===== src/hdl/smpe_pkg.sv =====
package smpe_pkg;

	// item opcodes
	localparam logic [2:0] OP_MOTION = 3'd0;
	localparam logic [2:0] OP_BUTTON = 3'd1;
	localparam logic [2:0] OP_SYNC   = 3'd2;
	localparam logic [2:0] OP_LINES  = 3'd3;
	localparam logic [2:0] OP_TAKE   = 3'd4;

	// button codes, also the bit positions in the held button vector
	localparam logic [1:0] BTN_LEFT   = 2'd0;
	localparam logic [1:0] BTN_RIGHT  = 2'd1;
	localparam logic [1:0] BTN_MIDDLE = 2'd2;
	localparam logic [1:0] BTN_NONE   = 2'd3;

	// identification string lengths and their last byte index
	localparam logic [5:0] ID_LAST_FULL  = 6'd43;
	localparam logic [5:0] ID_LAST_BASIC = 6'd47;

	localparam logic [7:0] ID_CODE_MOUSE = 8'h4D;
	localparam logic [7:0] ID_CODE_3BTN  = 8'h33;
	localparam logic [7:0] CLOSE_BYTE    = 8'h09;
	localparam logic [7:0] TEXT_OFFSET   = 8'h20;

	localparam logic [7:0] PNP_FULL [19] = '{
		8'h08, 8'h01, 8'h24, 8'h31, 8'h2D, 8'h35, 8'h10, 8'h10, 8'h10, 8'h11,
		8'h3C, 8'h3C, 8'h2D, 8'h2F, 8'h35, 8'h33, 8'h25, 8'h3C, 8'h3C
	};
	localparam logic [7:0] PNP_BASIC [19] = '{
		8'h08, 8'h01, 8'h24, 8'h30, 8'h2E, 8'h30, 8'h10, 8'h26, 8'h11, 8'h25,
		8'h3C, 8'h3C, 8'h2D, 8'h2F, 8'h35, 8'h33, 8'h25, 8'h3C, 8'h3C
	};
	// description text in ascii, shifted down by the text offset when sent
	localparam logic [7:0] DESC_FULL [20] = '{
		8'h51, 8'h45, 8'h4D, 8'h55, 8'h20, 8'h4D, 8'h69, 8'h63, 8'h72, 8'h6F,
		8'h73, 8'h6F, 8'h66, 8'h74, 8'h20, 8'h4D, 8'h6F, 8'h75, 8'h73, 8'h65
	};
	localparam logic [7:0] DESC_BASIC [25] = '{
		8'h4D, 8'h69, 8'h63, 8'h72, 8'h6F, 8'h73, 8'h6F, 8'h66, 8'h74, 8'h20,
		8'h53, 8'h65, 8'h72, 8'h69, 8'h61, 8'h6C, 8'h20, 8'h45, 8'h61, 8'h73,
		8'h79, 8'h42, 8'h61, 8'h6C, 8'h6C
	};
	localparam logic [7:0] HEX_CHAR [16] = '{
		8'h10, 8'h11, 8'h12, 8'h13, 8'h14, 8'h15, 8'h16, 8'h17,
		8'h18, 8'h19, 8'h21, 8'h22, 8'h23, 8'h24, 8'h25, 8'h26
	};

	// checksum over closing byte, pnp string and shifted description
	function automatic logic [7:0] id_sum(input logic basic);
		logic [7:0] s;
		int i;
		s = CLOSE_BYTE;
		for (i = 0; i < 19; i++) begin
			s = s + (basic ? PNP_BASIC[i] : PNP_FULL[i]);
		end
		if (basic) begin
			for (i = 0; i < 25; i++) begin
				s = s + DESC_BASIC[i] - TEXT_OFFSET;
			end
		end else begin
			for (i = 0; i < 20; i++) begin
				s = s + DESC_FULL[i] - TEXT_OFFSET;
			end
		end
		return s;
	endfunction

	localparam logic [7:0] SUM_FULL  = id_sum(1'b0);
	localparam logic [7:0] SUM_BASIC = id_sum(1'b1);

	// byte of the identification sequence at a given position
	function automatic logic [7:0] id_rom(input logic basic, input logic [5:0] idx);
		logic [7:0] b;
		logic [5:0] off;
		b = 8'h00;
		off = 6'd0;
		if (basic) begin
			if (idx == 6'd0) begin
				b = ID_CODE_MOUSE;
			end else if (idx < 6'd20) begin
				off = idx - 6'd1;
				b = PNP_BASIC[off[4:0]];
			end else if (idx < 6'd45) begin
				off = idx - 6'd20;
				b = DESC_BASIC[off[4:0]] - TEXT_OFFSET;
			end else if (idx == 6'd45) begin
				b = HEX_CHAR[SUM_BASIC[7:4]];
			end else if (idx == 6'd46) begin
				b = HEX_CHAR[SUM_BASIC[3:0]];
			end else begin
				b = CLOSE_BYTE;
			end
		end else begin
			if (idx == 6'd0) begin
				b = ID_CODE_MOUSE;
			end else if (idx == 6'd1) begin
				b = ID_CODE_3BTN;
			end else if (idx < 6'd21) begin
				off = idx - 6'd2;
				b = PNP_FULL[off[4:0]];
			end else if (idx < 6'd41) begin
				off = idx - 6'd21;
				b = DESC_FULL[off[4:0]] - TEXT_OFFSET;
			end else if (idx == 6'd41) begin
				b = HEX_CHAR[SUM_FULL[7:4]];
			end else if (idx == 6'd42) begin
				b = HEX_CHAR[SUM_FULL[3:0]];
			end else begin
				b = CLOSE_BYTE;
			end
		end
		return b;
	endfunction

	typedef struct packed {
		logic [2:0]         op;
		logic               axis_select;
		logic signed [15:0] delta;
		logic [1:0]         button_select;
		logic               pressed;
		logic               rts_level;
		logic               dtr_level;
	} in_item_t;

	typedef struct packed {
		logic [7:0] data_byte;
		logic       byte_valid;
	} out_item_t;

	// controller to datapath commands
	typedef struct packed {
		logic capture;
		logic motion;
		logic button;
		logic build;
		logic lines;
		logic idx_clr;
		logic push_pkt;
		logic push_id;
		logic pop;
		logic ld_out_empty;
		logic ld_out_mem;
	} dp_cmd_t;

	// datapath to controller status
	typedef struct packed {
		logic [2:0] op;
		logic       powered;
		logic       lines_on;
		logic       pkt_fits;
		logic       pkt_last;
		logic       id_last;
		logic       fifo_empty;
		logic       out_free;
	} dp_stat_t;

endpackage


===== src/hdl/serial_mouse_packet_encoder.sv =====
// Serial mouse encoder for the three-button serial mouse protocol. Motion, button, sync and
// modem-line items update the mouse state and fill a byte queue of FIFO_DEPTH entries;
// each take-byte item returns one result, the next queued byte or byte_valid 0 when the
// queue is empty. Items are handled one at a time and the queue memory has a single write
// port, so the queued bytes are written one after another: motion, button, power-off and
// other items queue nothing, a sync queues a three-byte or a four-byte packet, and a
// power-on edge queues the three-button identity (44 bytes) or the ball identity (48
// bytes). A take byte goes through the registered memory read (not on an empty queue) and
// waits while the output register is held by out_stall. Power-off empties the queue at once.
// The user must write the profile register only while the block is idle; the block does
// not enforce this.
module serial_mouse_packet_encoder import smpe_pkg::*; #(
	parameter int FIFO_DEPTH = 64
) (
	input  logic      clk,
	input  logic      arst_n,
	input  logic      cfg_wr_en,
	input  logic      cfg_wr_data,
	input  logic      in_valid,
	output logic      in_stall,
	input  in_item_t  in_data,
	output logic      out_valid,
	input  logic      out_stall,
	output out_item_t out_data
);

	localparam int PTR_W = $clog2(FIFO_DEPTH);

	dp_cmd_t          cmd;
	dp_stat_t         stat;
	logic             ram_we;
	logic [PTR_W-1:0] ram_waddr;
	logic [7:0]       ram_wdata;
	logic             ram_re;
	logic [PTR_W-1:0] ram_raddr;
	logic [7:0]       ram_rdata;

	// sequencing
	smpe_ctrl u_ctrl (
		.clk      (clk),
		.arst_n   (arst_n),
		.in_valid (in_valid),
		.in_stall (in_stall),
		.stat     (stat),
		.cmd      (cmd)
	);

	// mouse state, packet build and queue control
	smpe_dp #(
		.FIFO_DEPTH (FIFO_DEPTH)
	) u_dp (
		.clk         (clk),
		.arst_n      (arst_n),
		.cfg_wr_en   (cfg_wr_en),
		.cfg_wr_data (cfg_wr_data),
		.in_data     (in_data),
		.cmd         (cmd),
		.stat        (stat),
		.out_stall   (out_stall),
		.out_valid   (out_valid),
		.out_data    (out_data),
		.ram_we      (ram_we),
		.ram_waddr   (ram_waddr),
		.ram_wdata   (ram_wdata),
		.ram_re      (ram_re),
		.ram_raddr   (ram_raddr),
		.ram_rdata   (ram_rdata)
	);

	// byte queue storage
	smpe_ram #(
		.WIDTH (8),
		.DEPTH (FIFO_DEPTH)
	) u_ram (
		.clk   (clk),
		.we    (ram_we),
		.waddr (ram_waddr),
		.wdata (ram_wdata),
		.re    (ram_re),
		.raddr (ram_raddr),
		.rdata (ram_rdata)
	);

endmodule


===== src/hdl/smpe_ram.sv =====
module smpe_ram #(
	parameter int WIDTH = 8,
	parameter int DEPTH = 64
) (
	input  logic                     clk,
	input  logic                     we,
	input  logic [$clog2(DEPTH)-1:0] waddr,
	input  logic [WIDTH-1:0]         wdata,
	input  logic                     re,
	input  logic [$clog2(DEPTH)-1:0] raddr,
	output logic [WIDTH-1:0]         rdata
);

	logic [WIDTH-1:0] mem_q [DEPTH];
	logic [WIDTH-1:0] rdata_q;

	// write port
	always_ff @(posedge clk) begin
		if (we) begin
			mem_q[waddr] <= wdata;
		end
	end

	// registered read port
	always_ff @(posedge clk) begin
		if (re) begin
			rdata_q <= mem_q[raddr];
		end
	end

	assign rdata = rdata_q;

endmodule


===== src/hdl/smpe_ctrl.sv =====
module smpe_ctrl import smpe_pkg::*; (
	input  logic     clk,
	input  logic     arst_n,
	input  logic     in_valid,
	output logic     in_stall,
	input  dp_stat_t stat,
	output dp_cmd_t  cmd
);

	typedef enum logic [5:0] {
		ST_IDLE  = 6'b000001,
		ST_EXEC  = 6'b000010,
		ST_PKT   = 6'b000100,
		ST_IDENT = 6'b001000,
		ST_POP   = 6'b010000,
		ST_READ  = 6'b100000
	} state_t;

	state_t state_q;
	state_t state_d;

	// next state and command decode
	always_comb begin
		state_d = state_q;
		cmd = '0;
		unique case (state_q)
			ST_IDLE: begin
				if (in_valid) begin
					cmd.capture = 1'b1;
					state_d = ST_EXEC;
				end
			end
			ST_EXEC: begin
				state_d = ST_IDLE;
				unique case (stat.op)
					OP_MOTION: begin
						cmd.motion = stat.powered;
					end
					OP_BUTTON: begin
						cmd.button = stat.powered;
					end
					OP_SYNC: begin
						if (stat.powered) begin
							cmd.build = 1'b1;
							cmd.idx_clr = 1'b1;
							if (stat.pkt_fits) begin
								state_d = ST_PKT;
							end
						end
					end
					OP_LINES: begin
						cmd.lines = 1'b1;
						cmd.idx_clr = 1'b1;
						if (stat.lines_on && !stat.powered) begin
							state_d = ST_IDENT;
						end
					end
					OP_TAKE: begin
						state_d = ST_POP;
					end
					default: begin
						state_d = ST_IDLE;
					end
				endcase
			end
			ST_PKT: begin
				cmd.push_pkt = 1'b1;
				if (stat.pkt_last) begin
					state_d = ST_IDLE;
				end
			end
			ST_IDENT: begin
				cmd.push_id = 1'b1;
				if (stat.id_last) begin
					state_d = ST_IDLE;
				end
			end
			ST_POP: begin
				if (stat.out_free) begin
					if (stat.fifo_empty) begin
						cmd.ld_out_empty = 1'b1;
						state_d = ST_IDLE;
					end else begin
						cmd.pop = 1'b1;
						state_d = ST_READ;
					end
				end
			end
			ST_READ: begin
				cmd.ld_out_mem = 1'b1;
				state_d = ST_IDLE;
			end
			default: begin
				state_d = ST_IDLE;
			end
		endcase
	end

	// state register
	always_ff @(posedge clk or negedge arst_n) begin
		if (!arst_n) begin
			state_q <= ST_IDLE;
		end else begin
			state_q <= state_d;
		end
	end

	assign in_stall = (state_q != ST_IDLE);

endmodule


===== src/hdl/smpe_dp.sv =====
module smpe_dp import smpe_pkg::*; #(
	parameter int FIFO_DEPTH = 64
) (
	input  logic                          clk,
	input  logic                          arst_n,
	input  logic                          cfg_wr_en,
	input  logic                          cfg_wr_data,
	input  in_item_t                      in_data,
	input  dp_cmd_t                       cmd,
	output dp_stat_t                      stat,
	input  logic                          out_stall,
	output logic                          out_valid,
	output out_item_t                     out_data,
	output logic                          ram_we,
	output logic [$clog2(FIFO_DEPTH)-1:0] ram_waddr,
	output logic [7:0]                    ram_wdata,
	output logic                          ram_re,
	output logic [$clog2(FIFO_DEPTH)-1:0] ram_raddr,
	input  logic [7:0]                    ram_rdata
);

	localparam int PTR_W = $clog2(FIFO_DEPTH);
	localparam int CNT_W = $clog2(FIFO_DEPTH + 1);
	localparam logic [PTR_W-1:0] LAST_PTR = PTR_W'(FIFO_DEPTH - 1);
	localparam logic [CNT_W-1:0] FULL_CNT = CNT_W'(FIFO_DEPTH);

	in_item_t        item_q;
	logic            profile_q;
	logic [7:0]      accum_x_q;
	logic [7:0]      accum_y_q;
	logic [2:0]      held_q;
	logic            mchg_q;
	logic [1:0]      lines_q;
	logic [7:0]      pkt_q [4];
	logic            pkt4_q;
	logic [5:0]      idx_q;
	logic [PTR_W-1:0] head_q;
	logic [PTR_W-1:0] wr_q;
	logic [CNT_W-1:0] count_q;
	logic            out_valid_q;
	out_item_t       out_data_q;

	logic            powered;
	logic            lines_off;
	logic            btn_ok;
	logic            pkt4_now;
	logic [CNT_W-1:0] room;
	logic            push_en;
	logic            out_xfer;

	// item capture
	always_ff @(posedge clk) begin
		if (cmd.capture) begin
			item_q <= in_data;
		end
	end

	// profile register
	always_ff @(posedge clk or negedge arst_n) begin
		if (!arst_n) begin
			profile_q <= 1'b0;
		end else if (cfg_wr_en) begin
			profile_q <= cfg_wr_data;
		end
	end

	assign powered   = |lines_q;
	assign lines_off = cmd.lines && !(item_q.rts_level || item_q.dtr_level);
	assign btn_ok    = (item_q.button_select != BTN_NONE)
		&& (!profile_q || (item_q.button_select == BTN_LEFT));
	assign pkt4_now  = !profile_q && (held_q[BTN_MIDDLE] || mchg_q);
	assign room      = FULL_CNT - count_q;

	// modem lines
	always_ff @(posedge clk or negedge arst_n) begin
		if (!arst_n) begin
			lines_q <= 2'b00;
		end else if (cmd.lines) begin
			lines_q <= {item_q.dtr_level, item_q.rts_level};
		end
	end

	// motion accumulators, wrapping modulo 256
	always_ff @(posedge clk or negedge arst_n) begin
		if (!arst_n) begin
			accum_x_q <= 8'h00;
			accum_y_q <= 8'h00;
		end else if (lines_off || cmd.build) begin
			accum_x_q <= 8'h00;
			accum_y_q <= 8'h00;
		end else if (cmd.motion) begin
			if (item_q.axis_select) begin
				accum_y_q <= accum_y_q + item_q.delta[7:0];
			end else begin
				accum_x_q <= accum_x_q + item_q.delta[7:0];
			end
		end
	end

	// button states and middle change flag
	always_ff @(posedge clk or negedge arst_n) begin
		if (!arst_n) begin
			held_q <= 3'b000;
			mchg_q <= 1'b0;
		end else if (lines_off) begin
			held_q <= 3'b000;
			mchg_q <= 1'b0;
		end else if (cmd.button && btn_ok) begin
			held_q[item_q.button_select] <= item_q.pressed;
			if (item_q.button_select == BTN_MIDDLE) begin
				mchg_q <= 1'b1;
			end
		end else if (cmd.build && pkt4_now) begin
			mchg_q <= 1'b0;
		end
	end

	// packet build
	always_ff @(posedge clk) begin
		if (cmd.build) begin
			pkt_q[0] <= {2'b01, held_q[BTN_LEFT], held_q[BTN_RIGHT] & !profile_q,
				accum_y_q[7:6], accum_x_q[7:6]};
			pkt_q[1] <= {2'b00, accum_x_q[5:0]};
			pkt_q[2] <= {2'b00, accum_y_q[5:0]};
			pkt_q[3] <= {2'b00, held_q[BTN_MIDDLE], 5'b00000};
			pkt4_q   <= pkt4_now;
		end
	end

	// byte sequence index
	always_ff @(posedge clk or negedge arst_n) begin
		if (!arst_n) begin
			idx_q <= 6'd0;
		end else if (cmd.idx_clr) begin
			idx_q <= 6'd0;
		end else if (cmd.push_pkt || cmd.push_id) begin
			idx_q <= idx_q + 6'd1;
		end
	end

	// queue write side
	assign push_en   = (cmd.push_pkt || cmd.push_id) && (count_q != FULL_CNT);
	assign ram_we    = push_en;
	assign ram_waddr = wr_q;
	assign ram_wdata = cmd.push_pkt ? pkt_q[idx_q[1:0]] : id_rom(profile_q, idx_q);

	// queue read side
	assign ram_re    = cmd.pop;
	assign ram_raddr = head_q;

	// queue pointers and fill count
	always_ff @(posedge clk or negedge arst_n) begin
		if (!arst_n) begin
			head_q  <= '0;
			wr_q    <= '0;
			count_q <= '0;
		end else if (lines_off) begin
			head_q  <= '0;
			wr_q    <= '0;
			count_q <= '0;
		end else if (push_en) begin
			wr_q    <= (wr_q == LAST_PTR) ? '0 : wr_q + 1'b1;
			count_q <= count_q + 1'b1;
		end else if (cmd.pop) begin
			head_q  <= (head_q == LAST_PTR) ? '0 : head_q + 1'b1;
			count_q <= count_q - 1'b1;
		end
	end

	// output register
	assign out_xfer = out_valid_q && !out_stall;

	always_ff @(posedge clk or negedge arst_n) begin
		if (!arst_n) begin
			out_valid_q <= 1'b0;
		end else if (cmd.ld_out_empty || cmd.ld_out_mem) begin
			out_valid_q <= 1'b1;
		end else if (out_xfer) begin
			out_valid_q <= 1'b0;
		end
	end

	always_ff @(posedge clk) begin
		if (cmd.ld_out_empty) begin
			out_data_q <= '{data_byte: 8'h00, byte_valid: 1'b0};
		end else if (cmd.ld_out_mem) begin
			out_data_q <= '{data_byte: ram_rdata, byte_valid: 1'b1};
		end
	end

	assign out_valid = out_valid_q;
	assign out_data  = out_data_q;

	// status toward the controller
	always_comb begin
		stat.op         = item_q.op;
		stat.powered    = powered;
		stat.lines_on   = item_q.rts_level || item_q.dtr_level;
		stat.pkt_fits   = room >= (pkt4_now ? CNT_W'(4) : CNT_W'(3));
		stat.pkt_last   = idx_q[1:0] == (pkt4_q ? 2'd3 : 2'd2);
		stat.id_last    = idx_q == (profile_q ? ID_LAST_BASIC : ID_LAST_FULL);
		stat.fifo_empty = (count_q == '0);
		stat.out_free   = !out_valid_q || !out_stall;
	end

endmodule


===== config.mk =====
export PLATFORM = sky130hd
export DESIGN_NAME = serial_mouse_packet_encoder
export DESIGN_NICKNAME = d
export VERILOG_FILES = /design/src/hdl/smpe_pkg.sv /design/src/hdl/serial_mouse_packet_encoder.sv /design/src/hdl/smpe_ram.sv /design/src/hdl/smpe_ctrl.sv /design/src/hdl/smpe_dp.sv
export SDC_FILE = /design/constraint.sdc
export NUM_CORES = 1
export LEC_CHECK = 0
export BUFFER_PORTS_ARGS = -buffer_cell sky130_fd_sc_hd__buf_2
export CAP_MARGIN = 0
export CELL_PAD_IN_SITES_DETAIL_PLACEMENT = 0
export CELL_PAD_IN_SITES_GLOBAL_PLACEMENT = 1
export CORE_ASPECT_RATIO = 0.8
export CORE_MARGIN = 4
export CORE_UTILIZATION = 50
export CTS_CLUSTER_DIAMETER = 120
export CTS_CLUSTER_SIZE = 24
export DETAILED_ROUTE_END_ITERATION = 7
export HOLD_SLACK_MARGIN = 0.06
export PLACE_DENSITY = 0.81
export SYNTH_ARGS = -nofsm -noshare
export SYNTH_HDL_FRONTEND = slang
export SYNTH_HIERARCHICAL = 1
export SYNTH_SLANG_ARGS = --single-unit

===== constraint.sdc =====
create_clock -name clk -period 10.03 [get_ports clk]
set_clock_uncertainty 0.05 [all_clocks]
set_input_delay 1.003 -clock clk [delete_from_list [all_inputs] [get_ports clk]]
set_output_delay 1.003 -clock clk [all_outputs]
set_load 0.01 [all_outputs]

Word-level counts from Yosys, hierarchy flattened
Memory sizes are Yosys's and may differ from the RTL's. A register that Yosys moved wholly into a read port is not among the register bits.
Cells that the tools add are included.
{"block": "totals", "regBits": 82, "wordCells": 211, "n_memories": 6, "input_bits": 31, "out_inout_bits": 11, "mem_bits_ro": 1024, "ramBits": 540}
{"name": "u_ram.mem_q", "depth": 64, "width": 8, "read_ports": 1, "rd_clocked_by_memory_dff": 1, "wr": 1, "line": "smpe_ram.sv:14", "text": "logic [WIDTH-1:0] mem_q [DEPTH];"}
{"name": "(name not given)", "depth": 32, "width": 8, "read_ports": 1, "rd_clocked_by_memory_dff": 0, "wr": 0, "line": "smpe_pkg.sv:82", "text": "b = PNP_BASIC[off[4:0]];"}
{"name": "(name not given)", "depth": 32, "width": 8, "read_ports": 1, "rd_clocked_by_memory_dff": 0, "wr": 0, "line": "smpe_pkg.sv:85", "text": "b = DESC_BASIC[off[4:0]] - TEXT_OFFSET;"}
{"name": "(name not given)", "depth": 32, "width": 8, "read_ports": 1, "rd_clocked_by_memory_dff": 0, "wr": 0, "line": "smpe_pkg.sv:100", "text": "b = PNP_FULL[off[4:0]];"}
{"name": "(name not given)", "depth": 32, "width": 8, "read_ports": 1, "rd_clocked_by_memory_dff": 0, "wr": 0, "line": "smpe_pkg.sv:103", "text": "b = DESC_FULL[off[4:0]] - TEXT_OFFSET;"}
{"name": "u_dp.pkt_q", "depth": 4, "width": 7, "read_ports": 1, "rd_clocked_by_memory_dff": 0, "wr": 4, "line": "smpe_dp.sv:34", "text": "logic [7:0] pkt_q [4];"}
{"block": "op_classes", "muxes": 83, "eq_ne": 30, "addsub": 14, "bitwise": 5, "n_reduce_logical": 40, "order_cmp": 11}
{"cell": "2-to-1 mux 8 bit", "count": 25}
{"cell": "2-to-1 mux 6 bit", "count": 16}
{"cell": "== test 6 bit, second input constant", "count": 7}
{"cell": "case mux 6 bit (5 select lines)", "count": 1}
{"cell": "greater-or-equal comparator 6 bit, second input constant", "count": 4}
{"cell": "2-to-1 mux 1 bit", "count": 24}
{"cell": "inverter 5 -> 6 bit", "count": 4}
{"cell": "2-to-1 mux 7 bit", "count": 3}
{"cell": "adder 6 x 1 -> 6 bit, second input constant", "count": 3}
{"cell": "2-to-1 mux 3 bit", "count": 6}
{"cell": "case mux 6 bit (3 select lines)", "count": 1}
{"cell": "adder 8 bit", "count": 2}
{"cell": "subtractor 8 x 6 -> 8 bit, second input constant", "count": 2}
{"cell": "nonzero test 2 bit", "count": 7}
{"cell": "== test 6 x 1 -> 1 bit, second input constant", "count": 2}
{"cell": "< comparator 6 x 5 -> 1 bit, second input constant", "count": 2}
{"cell": "< comparator 6 bit, second input constant", "count": 2}
{"cell": "inequality test 2 bit, second input constant", "count": 6}
{"cell": "subtractor 5 bit, second input constant", "count": 2}
{"cell": "logical AND 1 bit", "count": 9}
{"cell": "AND reduction 2 bit", "count": 4}
{"cell": "adder 7 x 1 -> 7 bit, second input constant", "count": 1}
{"cell": "greater-or-equal comparator 7 bit", "count": 1}
{"cell": "zero test 7 bit", "count": 1}
{"cell": "other kinds (35)", "count": 48}

Longest topological paths before layout
Gate-level depths: netlist of the first run.
{"block": "depth", "ltp_word": 12, "ltp_mapped": 14, "ltp_nobuf": 14}

By module
Netlist of the first run, hierarchy kept.
{"module": "smpe_ram", "area_per_inst_um2": 20246.9, "cells_per_inst": 940, "seq_area_each_um2": 15615.0, "n_inst": 1}
{"module": "smpe_dp", "area_per_inst_um2": 6498.7, "cells_per_inst": 686, "seq_area_each_um2": 2517.4, "n_inst": 1}
{"module": "smpe_ctrl", "area_per_inst_um2": 452.9, "cells_per_inst": 48, "seq_area_each_um2": 151.4, "n_inst": 1}

Worst setup path after synthesis of the first run
OpenSTA, ideal clock, no wires.
{"block": "synth_timing", "path_type": "register -> register", "start": "register u_dp.idx_q[2]", "end": "memory u_ram.mem_q[0][3], data pin", "arrival_time_ns": 4.605, "t_required_ns": 9.260, "setup_time_ns": 0.720, "synth_period_minus_slack_ns": 5.375, "setup_slack_ns": 4.655, "stages_incl_launch_ff": 10, "path_buffers": 2, "cell_sequence": "dfrtp_1 inv_1 buf_2 ha_1 buf_2 nand2_1 xnor2_1 nand3b_1 a31oi_1 o31ai_1"}
{"block": "synth_via", "elab_chain_cells": 12, "word_cells_on_any_way": 45, "cone_classes": "add/sub (6); order compare (4); eq/ne (5); mux (21); bitwise (4); reduce/logical (1); memory (4)"}
{"item": "start, declared", "line": "smpe_dp.sv:36", "text": "logic [5:0] idx_q;"}
{"item": "start signal, assigned", "line": "smpe_dp.sv:137", "text": "idx_q <= idx_q + 6'd1;"}
{"item": "subtractor 5 bit", "line": "smpe_pkg.sv:102", "text": "off = idx - 6'd21;"}
{"item": "inverter 5 -> 6 bit (not written as such)", "line": "smpe_pkg.sv:103"}
{"item": "memory read (32 x 8 bit)"}
{"item": "2-to-1 mux 8 bit (not written as such) (2 in series)", "line": "smpe_pkg.sv:103"}
{"item": "subtractor 8 x 6 -> 8 bit", "line": "smpe_pkg.sv:103"}
{"item": "2-to-1 mux 8 bit", "line": "smpe_pkg.sv:101", "text": "end else if (idx < 6'd41) begin"}
{"item": "2-to-1 mux 8 bit", "line": "smpe_pkg.sv:98", "text": "end else if (idx < 6'd21) begin"}
{"item": "2-to-1 mux 8 bit", "line": "smpe_pkg.sv:96", "text": "end else if (idx == 6'd1) begin"}
{"item": "2-to-1 mux 8 bit", "line": "smpe_pkg.sv:94", "text": "if (idx == 6'd0) begin"}
{"item": "2-to-1 mux 8 bit *", "line": "smpe_pkg.sv:77", "text": "if (basic) begin"}
{"item": "2-to-1 mux 8 bit *", "line": "smpe_dp.sv:145", "text": "assign ram_wdata = cmd.push_pkt ? pkt_q[idx_q[1:0]] : id_rom(profile_q, idx_q);"}
{"item": "named net ram_wdata[3]", "line": "serial_mouse_packet_encoder.sv:33", "text": "logic [7:0] ram_wdata;"}
{"item": "end, declared", "line": "smpe_ram.sv:14"}
Mark *: on every way through the listed nets, which the timed path passes. The rest lies on a longest branch. The select of a mux whose other input is x is not followed.

==> impl_metrics.tcl, run 1 <==
set metrics [dict create \
    setup-tns-final_ps 0 \
    multi_input_area_um2 8350 \
    slew_violations 0 \
    rsz0062_at_grt "no" \
    route.detailed.drc 0 \
    grt_usage_pct 20.6 \
    crit_buf_inv 2 \
    max-clock-path-buffers 3 \
    cts_tree "built" \
    worst-path-max-fanout 16 \
    drv_cap 0 \
    synth_area_leaders "edfxtp_1 61%, mux4_2 11%, dfrtp_1 5.0%" \
    coreArea_um2 53800 \
    wl_mm 59.5 \
    worstMarginPinSlew_ps 1200 \
    cts_resized 0 \
    slew_headroom_pct 19.9 \
    synth-async-reset-ratio_pct 8.86 \
    cts_sinks 621 \
    cts-buffers-inserted 29 \
    vias 15000 \
    nFillCells 4238 \
    start_util_pct 50.5 \
    ys_warn_count 6 \
    hpwl_mm 37.8 \
    fp.dieW_um 269 \
    syn_inst 1674 \
    p_per_area_nw_per_um2 200 \
    syn2layout_area_growth_pct 5.87 \
    yosys.area.top_type "edfxtp_1" \
    grt_pass1_wl_mm 91.6 \
    worst_ep_arrival_time_ps 4350 \
    ctsHtreeMaxLevel 1 \
    final_common_cell "edfxtp_1" \
    worstSetupPathType "reg2reg" \
    drtIter0Drc 1573 \
    grt_max_degree 65 \
    mappedNetlistNets 1754 \
    port_buffers 33 \
    crit_slowest_cell "nor2_1" \
    nNetsFinal 1761 \
    antenna_cells 0 \
    viasPerCell 6.26 \
    power_leakage_nw 9.15 \
    clkTransAtPathRegs_ps 100 \
    ys_seq_elements 621 \
    pin_count 42 \
    finalHoldViolations 0 \
    yosysSeqAreaShare_pct 67.2 \
    regArea_um2 18300 \
    syn_area_um2 27200 \
    min_period_ps 4180 \
    cp_cell_sequence "or4_1, nor3b_2, buf_4, nor2_1, a21o_4, inv_4, nor2b_1, nand3_1, nor2_1" \
    final_area_um2 28800 \
    synth_edf_count 557 \
    cp_data_required_time_ps 10200 \
    fp.dieArea_um2 58200 \
    cpPeakStageDelay_ps 860 \
    cts_root_buf "clkbuf_16" \
    layout-drive-gt1-share_pct 17.3 \
    synthDistinctLibCells 93 \
    first_global_vias 14700 \
    core.rowCount 76 \
    clock_latency_ps 600 \
    status "finished clean" \
    ant_nets 0 \
    dpl_cell_area_um2 28000 \
    cts_setup_buffers 0 \
    fin_util_pct 53.5 \
    setup_viol 0 \
    die_height_um 217 \
    hold_path_class "reg2reg" \
    wl_per_cell_um 24.9 \
    end_kind "flip-flop" \
    antenna_found_initial 0 \
    crit_top_cell "nor2_1" \
    layout_common_cells "557 x edfxtp_1, 158 x nor2_1, 128 x mux4_2" \
    routabilityCongestion 0.887 \
    synth_top_flop_cell "edfxtp_1" \
    firstDrtPassIters 5 \
    max_freq_mhz 239 \
    synth_top_area_share_pct 61.5 \
    vdd_drop_max_v 0.000172 \
    synth.avg_cell_area_um2 16.2 \
    finalCritPeriodShare_pct 41.7 \
    cts_hold_buf 0 \
    critical_path.top_delay_family "simple AND/OR/NAND/NOR gates" \
    startpoint_type "flip-flop" \
    grt_overflow 0 \
]
## per-stage QoR
step | cells | hold slack (ps) | worst slack, ps | total power, mW
6_report | 2394 | 429 | 5850 | 5.76
5_1_grt | 2394 | 461 | 5690 | 6.03
4_1_cts | 2394 | 436 | 5870 | 5.80
3_5_place_dp | 2352 | 410 | 5910 | 4.55
3_3_place_gp | 2352 | 399 | 5970 | 4.51
2_1_floorplan | 1674 | 374 | 4650 | 4.21
## logic make-up (layout without fill, tap and decap cells)
family / Yosys count / in the layout / synth area share, %
AND/OR/NAND/NOR: 424 / 424 / 7.61
multiplexers: 192 / 192 / 13.0
XOR/XNOR: 40 / 40 / 1.54
buffers and inverters: 114 / 132 / 2.36
AO/OA/AOI/OAI: 234 / 234 / 5.91
adder cells (fa/ha/maj): 49 / 49 / 2.34
flip-flops: 621 / 621 / 67.2
## registers in the layout (all words and copies together), names as in the netlist, 2 cells and up
name / cells
u_ctrl/state_q: 6
u_ram/rdata: 8
u_dp/ram_waddr: 6
u_dp/held_q: 3
u_dp/count_q: 7
u_dp/pkt_q: 19
u_dp/out_data: 9
u_dp/item_q: 14
u_dp/accum_y_q: 8
u_dp/stat: 3
u_dp/ram_raddr: 6
u_dp/accum_x_q: 8
u_dp/lines_q: 2
u_dp/idx_q: 6
u_ram/mem_q: 512
## final cells by class
class | instances | share of cell area [%]
Clock buffer | 41 | 2.68
Clock inverter | 1 | 0.0174
Inverter | 27 | 0.365
Multi-Input combinational cell | 939 | 29.0
Sequential cell | 621 | 63.5
Tap cell | 702 | 3.05
Timing Repair Buffer | 63 | 1.36
## final timing paths
check | startpoint | endpoint | slack [ps] | cells after the start
max in group asynchronous | arst_n | u_dp/ram_raddr[2] | 8890 | 2
min reg2reg | u_dp/accum_x_q[7] | u_dp/pkt_q[0][1] | 430 | 0
max reg2reg | u_ctrl/state_q[1] | u_ram/mem_q[6][1] | 5850 | 9
min | u_dp/accum_x_q[7] | u_dp/pkt_q[0][1] | 430 | 0
max | u_ctrl/state_q[1] | u_ram/mem_q[6][1] | 5850 | 9
min in group asynchronous | arst_n | u_dp/ram_waddr[0] | 490 | 2
## power breakdown
part           switching (mW)  total [mW]  internal [mW]
Combinational           0.772        1.36          0.583
Sequential              0.116        3.13           3.01
Clock                   0.739        1.27          0.534
## synthesized netlist by cell type, types with 14 or more instances
library cell	count
mux4_2	128
nor3_1	22
nand2b_1	16
buf_4	21
nor2b_1	24
edfxtp_1	557
xor2_1	14
buf_2	18
ha_1	46
o21ai_0	28
nor2_1	159
xnor2_1	17
mux2_2	17
inv_1	20
dfrtp_1	54
nand2_1	92
mux2i_1	47
nand3_1	36
clkbuf_1	31
a21oi_1	63
## routing by layer
| layer | wire length [µm] | up-vias | GRT usage (%) |
|---|---|---|---|
| li1 | - | 6575 | - |
| met1 | 26300 | 7700 | 33.1 |
| met2 | 26900 | 651 | 30.9 |
| met3 | 5340 | 70 | 2.81 |
| met4 | 1010 | 0 | 3.33 |
| met5 | 0 | - | 0 |
Power figures use the tool's default switching activity.
==> run 2: changes to the inputs <==
==> constraint.sdc (replaced) <==
create_clock -name clk -period 4.35 [get_ports clk]
set_clock_uncertainty 0.05 [all_clocks]
set_input_delay 0.435 -clock clk [delete_from_list [all_inputs] [get_ports clk]]
set_output_delay 0.435 -clock clk [all_outputs]
set_load 0.01 [all_outputs]
==> run 2 against run 1 <==
  * Sequential power increased by 130%
  * Die area unchanged
  * Worst setup slack got worse by 5500 ps
  * Register-to-register slack got worse by 5500 ps
  * Routed wire length increased by 3.9%
  * Global-route usage increased by 0.91 points
==> impl_metrics.tcl, run 2 (synthesis results as in run 1) <==
set metrics [dict create \
    status "finished clean" \
    first_global_vias 15200 \
    cp-startpoint "u_dp/idx_q[2]" \
    startpoint_type "flip-flop" \
    route.detailed.drc 0 \
    p_comb_share_pct 23.7 \
    rrSetupSlack_ps 330 \
    r2r-start "u_dp/idx_q[2]" \
    syn2layout_area_growth_pct 9.25 \
    min_period_ps 4020 \
    layout_common_cells "557 x edfxtp_1, 158 x nor2_1, 128 x mux4_2" \
    clock_latency_ps 610 \
    firstDrtPassIters 5 \
    grt_pass1_wl_mm 95.2 \
    drv_cap 0 \
    start_util_pct 50.5 \
    ctsHtreeMaxLevel 1 \
    fp.dieW_um 269 \
    r2r_cells 10 \
    crit_end "u_ram/mem_q[48][6]" \
    pwr-share-seq_pct 53.3 \
    finalCritPeriodShare_pct 92.3 \
    slew_headroom_pct 16.6 \
    p_switching_mw 3.92 \
    fin_cells 2500 \
    slew_violations 0 \
    setup_slack_ps 333 \
    worst_ep_arrival_time_ps 4350 \
    p_clk_share_pct 23.0 \
    worst-path-max-fanout 37 \
    p_int_mw 9.77 \
    final_common_cell "edfxtp_1" \
    worstMarginPinSlew_ps 1250 \
    grt_max_degree 65 \
    ant_nets 0 \
    grt_overflow 0 \
    cp_data_required_time_ps 4680 \
    die_height_um 217 \
    port_buffers 33 \
    layout-drive-gt1-share_pct 20.5 \
    hpwl_mm 40.2 \
    totalPowerFinal_mw 13.7 \
    core.rowCount 76 \
    regArea_um2 18300 \
    antenna_found_initial 0 \
    coreArea_um2 53800 \
    finalHoldViolations 0 \
    antenna_cells 0 \
    top_regs "u_ram/mem_q: 512 flops, u_dp/pkt_q: 19 flops, u_dp/item_q: 14 flops" \
    nNetsFinal 1854 \
    cts-buffers-inserted 30 \
    max_freq_mhz 249 \
    setup_viol 0 \
    grt_usage_pct 21.5 \
    fp.dieArea_um2 58200 \
    clkTransAtPathRegs_ps 100 \
    drtIter0Drc 1816 \
    end_kind "flip-flop" \
    cts_root_buf "clkbuf_16" \
    cts_setup_buffers 0 \
    placed_cells 2423 \
    min_from "out_stall" \
    cts_sinks 621 \
    hold_path_class "in2reg" \
    routabilityCongestion 0.869 \
    dpl_worst_slack_ps 315 \
    viasPerCell 6.16 \
    r2r-end "u_ram/mem_q[48][6]" \
    wl_mm 61.9 \
    p_per_area_nw_per_um2 460 \
    setup-tns-final_ps 0 \
    wl_per_cell_um 24.8 \
    vdd_drop_max_v 0.000342 \
    largest_reg_flops 512 \
    cts_tree "built" \
    rsz0062_at_grt "no" \
    worstSetupPathType "reg2reg" \
    max-clock-path-buffers 3 \
    vias 15400 \
    switching_share_pct 28.6 \
    pin_count 42 \
    fin_util_pct 55.2 \
    multi_input_area_um2 8360 \
    top_register "u_ram/mem_q" \
    nFillCells 4164 \
    power_leakage_nw 9.67 \
    holdPathStages 3 \
]
## run 2: cell types whose count changed in the layout (fill, tap and decap cells not counted), moves of 2 or more
| cell | delta |
|---|---|
| clkbuf_16 | +2 |
| buf_12 | +4 |
| clkbuf_1 | +10 |
| buf_4 | +67 |
| dlygate4sd3_1 | +21 |
## run 2: power groups by stage
stage	combinational [mW]	sequential [mW]	clock, mW
floorplan	2.50	7.19	0
global placement	3.13	7.42	0
detailed placement	3.21	7.43	0
CTS	3.24	7.30	3.22
global route	3.52	7.33	3.47
finish	3.24	7.29	3.15
## run 2: through the flow
stage	instance area [µm²]	hold slack, ps
floorplan	27200	89.4
global placement	28600	209
detailed placement	28600	211
CTS	29700	85.4
global route	29700	117
finish	29700	114
## run 2: worst min path at each step
stage                              to
floorplan           u_ctrl/state_q[1]
global placement      u_dp/lines_q[0]
detailed placement    u_dp/lines_q[0]
CTS                    u_dp/out_valid
global route          u_dp/lines_q[1]
finish                 u_dp/out_valid
## run 2: layout make-up
type	instances	share of cell area, %
multi-input combinational	939	28.1
sequential	621	61.6
tap	702	2.96
inverter	27	0.354
timing repair buffer	155	3.98
clock buffer	53	2.89
clock inverter	3	0.109
## run 2: critical path: stages, from the launching register on
cell and delay (ps):
dfrtp_1 580, ha_1 460, a21oi_4 90, xnor2_2 370, nand3_1 140, a21oi_1 200, ha_1 260, nor4_1 270
a211oi_1 110, a21oi_4 750, buf_4 440
## run 2: per-layer routing
metal	vias to the layer above	GRT usage, %	wire length, µm
met2	640	31.8	27800
met3	75	3.54	5220
met1	7894	34.4	27700
met5	-	0	0
li1	6779	-	-
met4	0	4.02	1150
## run 2: timing repair
action                                 CTS  global route
resized for setup                        0             1
endpoints found under the hold margin   68             0
hold buffers                            21             0
setup endpoints to repair                0            40
==> run 3: changes to the inputs <==
--- a/config.mk
+++ b/config.mk
@@ -5,6 +5,7 @@
 export SDC_FILE = /design/constraint.sdc
 export NUM_CORES = 1
 export LEC_CHECK = 0
+export ABC_AREA = 1
 export BUFFER_PORTS_ARGS = -buffer_cell sky130_fd_sc_hd__buf_2
 export CAP_MARGIN = 0
 export CELL_PAD_IN_SITES_DETAIL_PLACEMENT = 0
@@ -16,7 +17,8 @@
 export CTS_CLUSTER_SIZE = 24
 export DETAILED_ROUTE_END_ITERATION = 7
 export HOLD_SLACK_MARGIN = 0.06
-export PLACE_DENSITY = 0.81
+export PLACE_DENSITY = 0.86
+export SLEW_MARGIN = 0
 export SYNTH_ARGS = -nofsm -noshare
 export SYNTH_HDL_FRONTEND = slang
 export SYNTH_HIERARCHICAL = 1
==> constraint.sdc (replaced) <==
create_clock -name clk -period 4.35 [get_ports clk]
set_clock_uncertainty 0.05 [all_clocks]
set_input_delay 0.2175 -clock clk [delete_from_list [all_inputs] [get_ports clk]]
set_output_delay 0.2175 -clock clk [all_outputs]
set_load 0.01 [all_outputs]
==> run 3 against run 2 <==
  * Cell count up 42%
  * Register-to-register slack better by 490 ps
  * Critical endpoint is now u_ram/mem_q[12][5]
  * Largest cell class unchanged
  * Critical path type unchanged
  * Via count up 31%
  * Non-clock buffer count up 15
==> impl_metrics.tcl, run 3 <==
set metrics [dict create \
    min_period_ps 3530 \
    cts_root_buf "clkbuf_16" \
    top_register "u_ram/mem_q" \
    mappedNetlistNets 2780 \
    viasPerCell 5.67 \
    fp.dieArea_um2 60500 \
    cts_tree "built" \
    synth-async-reset-ratio_pct 8.86 \
    nNetsFinal 2851 \
    fin_cells 3545 \
    grt_pass1_wl_mm 110 \
    ys_seq_elements 621 \
    setup-tns-final_ps 0 \
    routabilityCongestion 0.913 \
    cts_resized 0 \
    syn2layout_area_growth_pct 8.13 \
    final_common_cell "nand2_1" \
    worst-path-max-fanout 28 \
    synthDistinctLibCells 57 \
    worst_ep_arrival_time_ps 3940 \
    wl_per_cell_um 19.9 \
    placed_cells 3467 \
    port_buffers 33 \
    ctsHtreeMaxLevel 1 \
    top_regs "u_ram/mem_q: 512 flops, u_dp/pkt_q: 19 flops, u_dp/item_q: 14 flops" \
    drv_cap 0 \
    firstDrtPassIters 6 \
    synthTopCellsByCount "900 x nand2_1, 557 x edfxtp_1, 512 x nand3_1" \
    grt_overflow 0 \
    yosysSeqAreaShare_pct 64.6 \
    worstMarginPinSlew_ps 1260 \
    end_kind "flip-flop" \
    finalHoldViolations 0 \
    finalCritPeriodShare_pct 81.1 \
    die_height_um 221 \
    worstSetupPathType "reg2reg" \
    status "finished clean" \
    slew_violations 0 \
    hpwl_mm 44.9 \
    grt_max_degree 97 \
    core.rowCount 77 \
    power_leakage_nw 11.7 \
    fp.dieW_um 274 \
    p_per_area_nw_per_um2 566 \
    start_util_pct 50.8 \
    ant_nets 0 \
    startpoint_type "flip-flop" \
    antenna_found_initial 0 \
    rsz0062_at_grt "no" \
    setup_viol 0 \
    first_global_vias 18900 \
    vias 20100 \
    cp_data_required_time_ps 4760 \
    syn_area_um2 28300 \
    ys_warn_count 6 \
    max_freq_mhz 283 \
    slew_headroom_pct 15.2 \
    synth.most_common_cell "nand2_1" \
    yosys.area.top_type "edfxtp_1" \
    clock_latency_ps 630 \
    synth.avg_cell_area_um2 10.5 \
    synth_top_area_share_pct 59.1 \
    syn_inst 2700 \
    largest_reg_flops 512 \
    synth_area_leaders "edfxtp_1 59%, nand2_1 12%, nand3_1 9.1%" \
    hold_path_class "in2async" \
    layout_common_cells "897 x nand2_1, 557 x edfxtp_1, 512 x nand3_1" \
    cts-buffers-inserted 29 \
    coreArea_um2 55700 \
    synth_top_flop_cell "edfxtp_1" \
    grt_usage_pct 23.0 \
    route.detailed.drc 0 \
    cts_setup_buffers 0 \
    pin_count 42 \
    synth_edf_count 557 \
    layout-drive-gt1-share_pct 8.73 \
    max-clock-path-buffers 3 \
    drtIter0Drc 2582 \
    vdd_drop_max_v 0.000407 \
    cts_sinks 621 \
    clkTransAtPathRegs_ps 110 \
    wl_mm 70.6 \
]
-- run 3: per-stage QoR --
stage / util [%] / setup slack [ps] / total power, mW / instance area, µm² / hold WS, ps
after detailed placement: 53.1 / 917 / 14.3 / 29600 / 346
after global placement: 53.1 / 966 / 14.1 / 29600 / 345
after global routing: 55.0 / 616 / 18.3 / 30600 / 263
after CTS: 55.0 / 902 / 17.3 / 30600 / 222
after floorplan: - / 96.7 / 12.3 / 28300 / -128
final: 55.0 / 822 / 17.3 / 30600 / 225
-- run 3: per-layer routing --
| layer | vias to the layer above | global-route usage [%] | routed length, µm |
|---|---|---|---|
| met4 | 0 | 4.27 | 1200 |
| met1 | 9776 | 35.9 | 31700 |
| met3 | 82 | 3.45 | 6260 |
| met2 | 801 | 34.8 | 31500 |
| li1 | 9453 | - | - |
| met5 | - | 0 | 0 |
-- run 3: report_power, final --
part / leakage [nW] / switching [mW] / internal [mW]
sequential: 5.92 / 0.338 / 7.51
combinational: 5.42 / 4.62 / 1.78
clock: 0.393 / 1.78 / 1.28
total: 11.7 / 6.74 / 10.6
-- run 3: cell type report --
| class | count | area, µm² |
|---|---|---|
| antenna | 1 | 2.50 |
| tap | 750 | 938 |
| multi-input combinational | 1833 | 8700 |
| clock buffer | 52 | 812 |
| timing repair buffer | 170 | 1400 |
| sequential | 621 | 18300 |
| inverter | 116 | 448 |
| fill | 4769 | 25100 |
| clock inverter | 2 | 13.8 |
-- run 3: repair_timing --
item / CTS / global route
hold buffers: 23 / 0
endpoints found under the setup margin: 0 / 0
endpoints found under the hold margin: 77 / 0
-- run 3: path summary, 6_finish.rpt --
path                                   from                  to  slack [ps]  depth (start not counted)
min reg2reg                u_dp/out_data[3]    u_dp/out_data[3]         420                          2
max                           u_dp/idx_q[2]  u_ram/mem_q[12][5]         820                         10
min in group clk                in_data[23]        u_dp/stat[8]         260                          2
max reg2reg                   u_dp/idx_q[2]  u_ram/mem_q[12][5]         820                         10
min                                  arst_n      u_dp/held_q[2]         220                          3
max in group asynchronous            arst_n   u_dp/ram_raddr[1]        3450                          3
-- run 3: worst max-delay path, stage by stage, from the launching register on --
cell     delay (ps)
dfrtp_1         380
buf_4           210
inv_1           430
ha_1            360
nand2_1         110
xor2_1          460
nor2_1          140
a41oi_1         360
nand3_1         140
nand2_2         440
buf_12          260
-- run 3: cell families (layout without fill, tap and decap cells) --
| kind of cell | count (synthesis) | after routing | share of synthesized area (%) |
|---|---|---|---|
| compound gates | 154 | 154 | 3.21 |
| xor+xnor | 11 | 11 | 0.340 |
| buf+inv | 246 | 340 | 4.86 |
| fa+ha+maj | 49 | 49 | 2.25 |
| flops | 621 | 621 | 64.6 |
| simple gates | 1619 | 1619 | 24.8 |
| other cells | 0 | 1 | 0 |
